[config.mk]
export PLATFORM = sky130hd
export DESIGN_NAME = eapg_div_pipe
export DESIGN_NICKNAME = d
export VERILOG_FILES = /design/src/sv/eapg_pkg.sv /design/src/sv/eapg_div_pipe.sv
export SDC_FILE = /design/constraint.sdc
export NUM_CORES = 2
export LEC_CHECK = 0
export ABC_CLOCK_PERIOD_IN_PS = 3800
export BUFFER_PORTS_ARGS = -buffer_cell sky130_fd_sc_hd__buf_2
export CORE_MARGIN = 2
export CORE_UTILIZATION = 43
export DETAILED_ROUTE_END_ITERATION = 12
export PLACE_DENSITY_LB_ADDON = 0.15
export RECOVER_POWER = 50
export SYNTH_ARGS = -nofsm -noshare
export SYNTH_HDL_FRONTEND = slang
export SYNTH_SLANG_ARGS = --single-unit
[constraint.sdc]
create_clock -name clk_i -period 3.8 [get_ports clk_i]
set_input_delay 0.38 -clock clk_i [delete_from_list [all_inputs] [get_ports clk_i]]
set_output_delay 0.38 -clock clk_i [all_outputs]
set_load 0.05 [all_outputs]
[src/sv/eapg_pkg.sv]
// ----------------------------------------------------------------------------
// eapg_pkg
// Shared types and constants of the elliptic arc point generator: angle
// formats, the series divisors and their reciprocals, and register indexes.
// ----------------------------------------------------------------------------
package eapg_pkg;

  // Angles are unsigned degrees * 256
  localparam int AngleW = 17;
  localparam int QuadW  = 15;
  localparam logic [AngleW-1:0] FullTurn     = 17'd92160;
  localparam logic [AngleW-1:0] QuarterTurn  = 17'd23040;
  localparam logic [AngleW-1:0] HalfTurn     = 17'd46080;
  localparam logic [AngleW-1:0] ThreeQuarter = 17'd69120;
  localparam logic [AngleW:0]   TwoTurns     = 18'd184320;

  // Input and register widths
  localparam int IdxW  = 12;
  localparam int SpanW = 17;
  localparam int ProdW = IdxW + SpanW;
  localparam logic [IdxW-1:0] MaxSides = 12'd4095;

  // pi * 2^40, split for two narrow multipliers
  localparam logic [41:0] PiQ40 = 42'h3243F6A8886;
  localparam logic [20:0] PiHi  = PiQ40[41:21];
  localparam logic [20:0] PiLo  = PiQ40[20:0];

  // Radian scaling: divide by 45 after dropping 20 bits. The quotient is
  // estimated from the top 32 numerator bits times 2^37 / 45, then corrected.
  localparam int RadNumW = 37;
  localparam int RadDenW = 6;
  localparam logic [RadDenW-1:0] RadDiv = 6'd45;
  localparam logic [31:0] RadRecip = 32'(64'h20_0000_0000 / 64'd45);

  // Series format: x is Q30, one is 2^30
  localparam int XW = 31;
  localparam int SW = 32;
  localparam int TW = 31;
  localparam logic [TW-1:0] OneQ30 = 31'h4000_0000;
  localparam int SinW = 18;
  localparam logic [31:0] SinRound = 32'd8192;

  localparam int SinTerms = 6;
  localparam logic [7:0] SinDiv [SinTerms] = '{8'd156, 8'd110, 8'd72, 8'd42, 8'd20, 8'd6};
  localparam logic [31:0] SinRecip [SinTerms] = '{
    32'(64'h1_0000_0000 / 64'd156),
    32'(64'h1_0000_0000 / 64'd110),
    32'(64'h1_0000_0000 / 64'd72),
    32'(64'h1_0000_0000 / 64'd42),
    32'(64'h1_0000_0000 / 64'd20),
    32'(64'h1_0000_0000 / 64'd6)
  };

  // Configuration register indexes
  typedef enum logic [2:0] {
    CfgBoxLeft   = 3'd0,
    CfgBoxBottom = 3'd1,
    CfgBoxRight  = 3'd2,
    CfgBoxTop    = 3'd3,
    CfgSideCount = 3'd4,
    CfgStartAng  = 3'd5,
    CfgArcSpan   = 3'd6
  } cfg_reg_e;

  // Control bits that travel with each item
  typedef struct packed {
    logic valid;
    logic oor;
    logic neg;
  } ctl_t;

endpackage

[src/sv/eapg_div_pipe.sv]
// ----------------------------------------------------------------------------
// eapg_div_pipe
// Pipelined restoring divider, one quotient bit per register stage. The
// divisor must be held steady while items are in flight; the divider does not enforce this.
// ----------------------------------------------------------------------------
module eapg_div_pipe #(
  parameter int NUM_W = 29,
  parameter int DEN_W = 12
) (
  input  logic                clk_i,
  input  logic                rst_ni,
  input  logic                en_i,
  input  eapg_pkg::ctl_t      ctl_i,
  input  logic [NUM_W-1:0]    num_i,
  input  logic [DEN_W-1:0]    den_i,
  output eapg_pkg::ctl_t      ctl_o,
  output logic [NUM_W-1:0]    quo_o
);

  eapg_pkg::ctl_t    ctl_q [NUM_W];
  logic [DEN_W-1:0]  rem_q [NUM_W];
  logic [NUM_W-1:0]  nq_q  [NUM_W];

  for (genvar i = 0; i < NUM_W; i++) begin : g_stage
    logic [DEN_W-1:0] rem_in;
    logic [NUM_W-1:0] nq_in;
    eapg_pkg::ctl_t   ctl_in;
    logic [DEN_W:0]   trial;
    logic [DEN_W:0]   diff;
    logic             ge;

    if (i == 0) begin : g_first
      assign rem_in = '0;
      assign nq_in  = num_i;
      assign ctl_in = ctl_i;
    end else begin : g_next
      assign rem_in = rem_q[i-1];
      assign nq_in  = nq_q[i-1];
      assign ctl_in = ctl_q[i-1];
    end

    // Bring down the next numerator bit and try one subtract
    assign trial = {rem_in, nq_in[NUM_W-1]};
    assign ge    = trial >= {1'b0, den_i};
    assign diff  = trial - {1'b0, den_i};

    always_ff @(posedge clk_i or negedge rst_ni) begin
      if (!rst_ni) begin
        ctl_q[i] <= '0;
      end else if (en_i) begin
        ctl_q[i] <= ctl_in;
      end
    end

    // Shift numerator bits out and quotient bits in
    always_ff @(posedge clk_i) begin
      if (en_i) begin
        rem_q[i] <= ge ? diff[DEN_W-1:0] : trial[DEN_W-1:0];
        nq_q[i]  <= {nq_in[NUM_W-2:0], ge};
      end
    end
  end

  assign ctl_o = ctl_q[NUM_W-1];
  assign quo_o = nq_q[NUM_W-1];

endmodule

* Word-level counts from Yosys, hierarchy flattened *
Memory sizes are Yosys's and may differ from the RTL's.
Index checks and enable logic that the tools add are counted.

cells by class
  add/subtract/negate cells = 29
  $lt $le $gt $ge = 29
  mux-type cells = 31

operator list
  cell              count
  $ge A13 B12 Y1    28
  $mux W12          29
  $sub A12 B12 Y12  28
  $ge A1 B12 Y1     1
  $sub A1 B12 Y12   1
  $mux W1           2

storage, ports and cells
  flip-flop bits (word level) = 87
  RAM bits = 1,189
  input bits = 47
  output and inout port bits = 32
  logic and storage cells = 178
  memories kept = 2

memory list
  name   depth  bits a word  rd ports  clocked after Yosys merged registers in  write ports  RTL line             RTL
  nq_q   29     29           29        0                                        29           eapg_div_pipe.sv:22  logic [NUM_W-1:0] nq_q [NUM_W];
  rem_q  29     12           28        0                                        29           eapg_div_pipe.sv:21  logic [DEN_W-1:0] rem_q [NUM_W];

* Logic depth before layout (Yosys ltp) *
An unclocked memory read counts as a cell.

  depth in word-level cells = 3
  gate-level depth with buffers = 11
  depth with buffers taken out = 11

* Worst setup path after synthesis *
OpenSTA, ideal clock, no wires.

  path kind = input port to flip-flop
  start = input port den_i[1]
  end = memory rem_q[4][10] (data pin)
  setup time = 0.260 ns
  data arrival time = 3.227 ns
  data required time = 3.540 ns
  setup slack = 0.313 ns
  stages on the path = 10
  cell sequence = inv_1 ha_1 nor2b_4 o31a_1 or3_1 a21oi_2 a21oi_2 a2111oi_4 buf_6 mux2_4

RTL lines
  what         RTL line             RTL
  from (decl)  eapg_div_pipe.sv:15  input logic [DEN_W-1:0] den_i,
  to (decl)    eapg_div_pipe.sv:21

* Final worst setup path *
  start = input port en_i
  end = register ctl_q[81] (netlist name)

RTL lines
  what                             RTL line             RTL
  from (decl)                      eapg_div_pipe.sv:12  input logic en_i,
  to (signal, indexed assignment)  eapg_div_pipe.sv:51  ctl_q[i] <= ctl_in;
  to (decl)                        eapg_div_pipe.sv:20  eapg_pkg::ctl_t ctl_q [NUM_W];

No word-level cell between the ends.

==> results_dict.tcl <==
set metrics [dict create \
    yosys.area_share.simple_pct 7.86 \
    rows 133 \
    area_growth_pct 14.8 \
    syn_area_per_cell_um2 14.4 \
    antenna_found_initial 0 \
    crit_buf_inv 2 \
    dp.cells 5873 \
    crit_top_cell "clkbuf_2" \
    ys_seq_elements 1264 \
    track_usage_pct 15.9 \
    drv_cap 1 \
    synthesis.nets 4390 \
    fin_total_pwr_mw 51.1 \
    worst_slew_pin_slew_ns 3.29 \
    min_to "rem_q[0][9]$_SDFFCE_PN0P_" \
    die_h_um 369 \
    min_period_ns 3.20 \
    io_pins 79 \
    synth.top_cells.by_area "edfxtp_1 62%, ha_1 7.4%, dfrtp_1 3.8%" \
    fmax_mhz 313 \
    fin_tns_setup_ns 0 \
    skew_ns 0.0369 \
    drt-initial-drc-count 2025 \
    grt_pass1_wl_um 171000 \
    synth-seq-area-share_pct 65.7 \
    drc_errors 0 \
    grt_pass1_vias 31800 \
    netlist_instances 3978 \
    crit_fanout 93 \
    peakVddDrop_uv 548 \
    slew_headroom_pct -119 \
    nets 4704 \
    cp_cell_sequence "clkbuf_2 -> clkbuf_2 -> mux2_2" \
    synth_top_area_share_pct 61.9 \
    synth_compound_area_share_pct 10.2 \
    critPathLaunchType "input pin" \
    fill_cells 11100 \
    wire_per_inst_um 17.4 \
    clkSlewWorstSetupHoldPaths_ns 0.06 \
    synth_top_family_by_area "compound AO/OA/AOI/OAI gates" \
    cts-root-buf "clkbuf_16" \
    slowest_delay_ns 2.19 \
    synth_edf_count 1177 \
    worstPathRequired_ns 4.44 \
    critPathTopFamily "buffers and inverters" \
    rr_startpoint "rem_q[18][1]$_DFFE_PP_" \
    min_from "den_i[7]" \
    yosys.area_share.adder_pct 8.35 \
    ys.flop_type "edfxtp_1" \
    clock-sinks 1264 \
    layout_setup_ws_ns 0.601 \
    ys_types 54 \
    io_buffer_count 78 \
    ant_nets 0 \
    gp_congestion 0.848 \
    rr_endpoint "rem_q[19][3]$_DFFE_PP_" \
    cts_buffer_depth 3 \
    multiInputGateArea_mm2 0.0189 \
    dpl_worst_slack_ns 0.253 \
    vias 32300 \
    synth.most_common_cell "edfxtp_1" \
    seqCellArea_mm2 0.0375 \
    power.density_mw_per_mm2 779 \
    reg2reg_slack_ns 0.81 \
    min_path_type "in -> reg" \
    die-area_mm2 0.136 \
    status "finished, violations left" \
    synth.area.mux_share_pct 3.77 \
    reg2regPathDepth 9 \
    holdWs_ns 0.129 \
    synth_top_area_cell "edfxtp_1" \
    rsz0062_at_grt "no" \
    coreArea_mm2 0.132 \
    routed_wl_um 107000 \
    slowest_stage "clkbuf_2" \
    end_kind "register" \
    start_util_pct 43.4 \
    p_leak_nw 24.9 \
    grt-ovfl-total 0 \
    setup_viol 0 \
    synth_area_mm2 0.0571 \
    worstPathArrival_ns 3.84 \
    final_cell_area_mm2 0.0656 \
    dr.pass1.iters 6 \
    async_reset_ff_share_pct 6.88 \
    hold_violations 0 \
    htreeDepth 4 \
    synth_xor_area_share_pct 2.77 \
    dpl_cell_area_mm2 0.0608 \
    violations "capacitance limit, slew limit" \
    die_w_um 369 \
    synth_top_cells_by_count "1177 x edfxtp_1, 338 x ha_1, 303 x o21ai_0" \
    drive_gt1_share_pct 13.5 \
    grt_start_max_net_pins 94 \
    finalNonFillerCells 6159 \
    min_path_cells 4 \
    dp_hpwl_um 68900 \
    maxSlewViolCount 84 \
    finalCritPeriodShare_pct 84.2 \
    utilization_pct 49.8 \
    viasPerCell 5.24 \
    synth_warnings 0 \
    clk_latency_ns 0.79 \
    cts_tree "built" \
    cts_buffers 138 \
    crit_type "in -> reg" \
]
[power by group]
group	switching (mW)	internal (mW)
combinational	9.05	8.02
clock	5.56	7.71
sequential	1.50	19.3
total	16.1	35.0
[worst reg2reg max path, delay by kind of cell (launching register included)]
| kind | cells | cell delay [ns] |
|---|---|---|
| AO/OA/AOI/OAI | 5 | 0.98 |
| flip-flops | 1 | 0.42 |
| adder cells (fa/ha/maj) | 1 | 0.37 |
| multiplexers | 1 | 0.37 |
| AND/OR/NAND/NOR | 1 | 0.33 |
| buffers and inverters | 1 | 0.28 |
[worst max-delay path by stage]
stage / startpoint / endpoint / cells after the start
3_3_place_gp: den_i[1] / rem_q[19][11]$_DFFE_PP_ / 11
4_1_cts: rem_q[3][1]$_DFFE_PP_ / rem_q[4][3]$_DFFE_PP_ / 9
5_1_grt: en_i / ctl_q[79]$_DFFE_PN0P_ / 3
3_5_place_dp: den_i[1] / rem_q[19][3]$_DFFE_PP_ / 11
6_report: en_i / ctl_q[81]$_DFFE_PN0P_ / 3
2_1_floorplan: den_i[1] / rem_q[4][10]$_DFFE_PP_ / 10
[sequential cells by signal, indices dropped and copies added, names as in the netlist]
register  count
ctl_o         3
ctl_q        84
nq_q        841
rem_q       336
[timing repair]
action,4_1_cts,5_1_grt
hold endpoints to repair,95,0
hold buffers,34,0
endpoints found under the setup margin,0,0
buffers inserted,0,0
resized for setup,0,0
[routing by layer]
layer	vias to the layer above	routed length, um	share of wire (%)	global-route usage, %
met5	-	0	0	0
met4	0	3090	2.9	5.70
met3	184	4460	4.2	3.03
met2	557	49100	46	25.2
met1	15600	50700	47	21.9
li1	16000	-	-	-
[layout by cell type (no fill, tap or decap), drive strengths merged, types with 131 or more instances in the layout]
master,n
edfxtp,1177
nand2,235
ha,338
a21o,149
nor2,141
buf,187
o21ai,303
a21oi,142
inv,131
mux2,168
clkbuf,199
[cells by family after synthesis]
family	Yosys count
fa+ha+maj	365
compound gates	909
mux	189
xor+xnor	181
simple gates	879
flops	1264
buf+inv	191
[area by class of cell]
class	instances	share of cell area (%)
sequential	1264	57.2
multi-input combinational	2523	28.7
clock buffer	177	5.61
tap	1755	3.35
timing repair buffer	243	3.07
clock inverter	74	1.33
inverter	122	0.698
antenna	1	0.00381
Power figures use the tool's default switching activity.
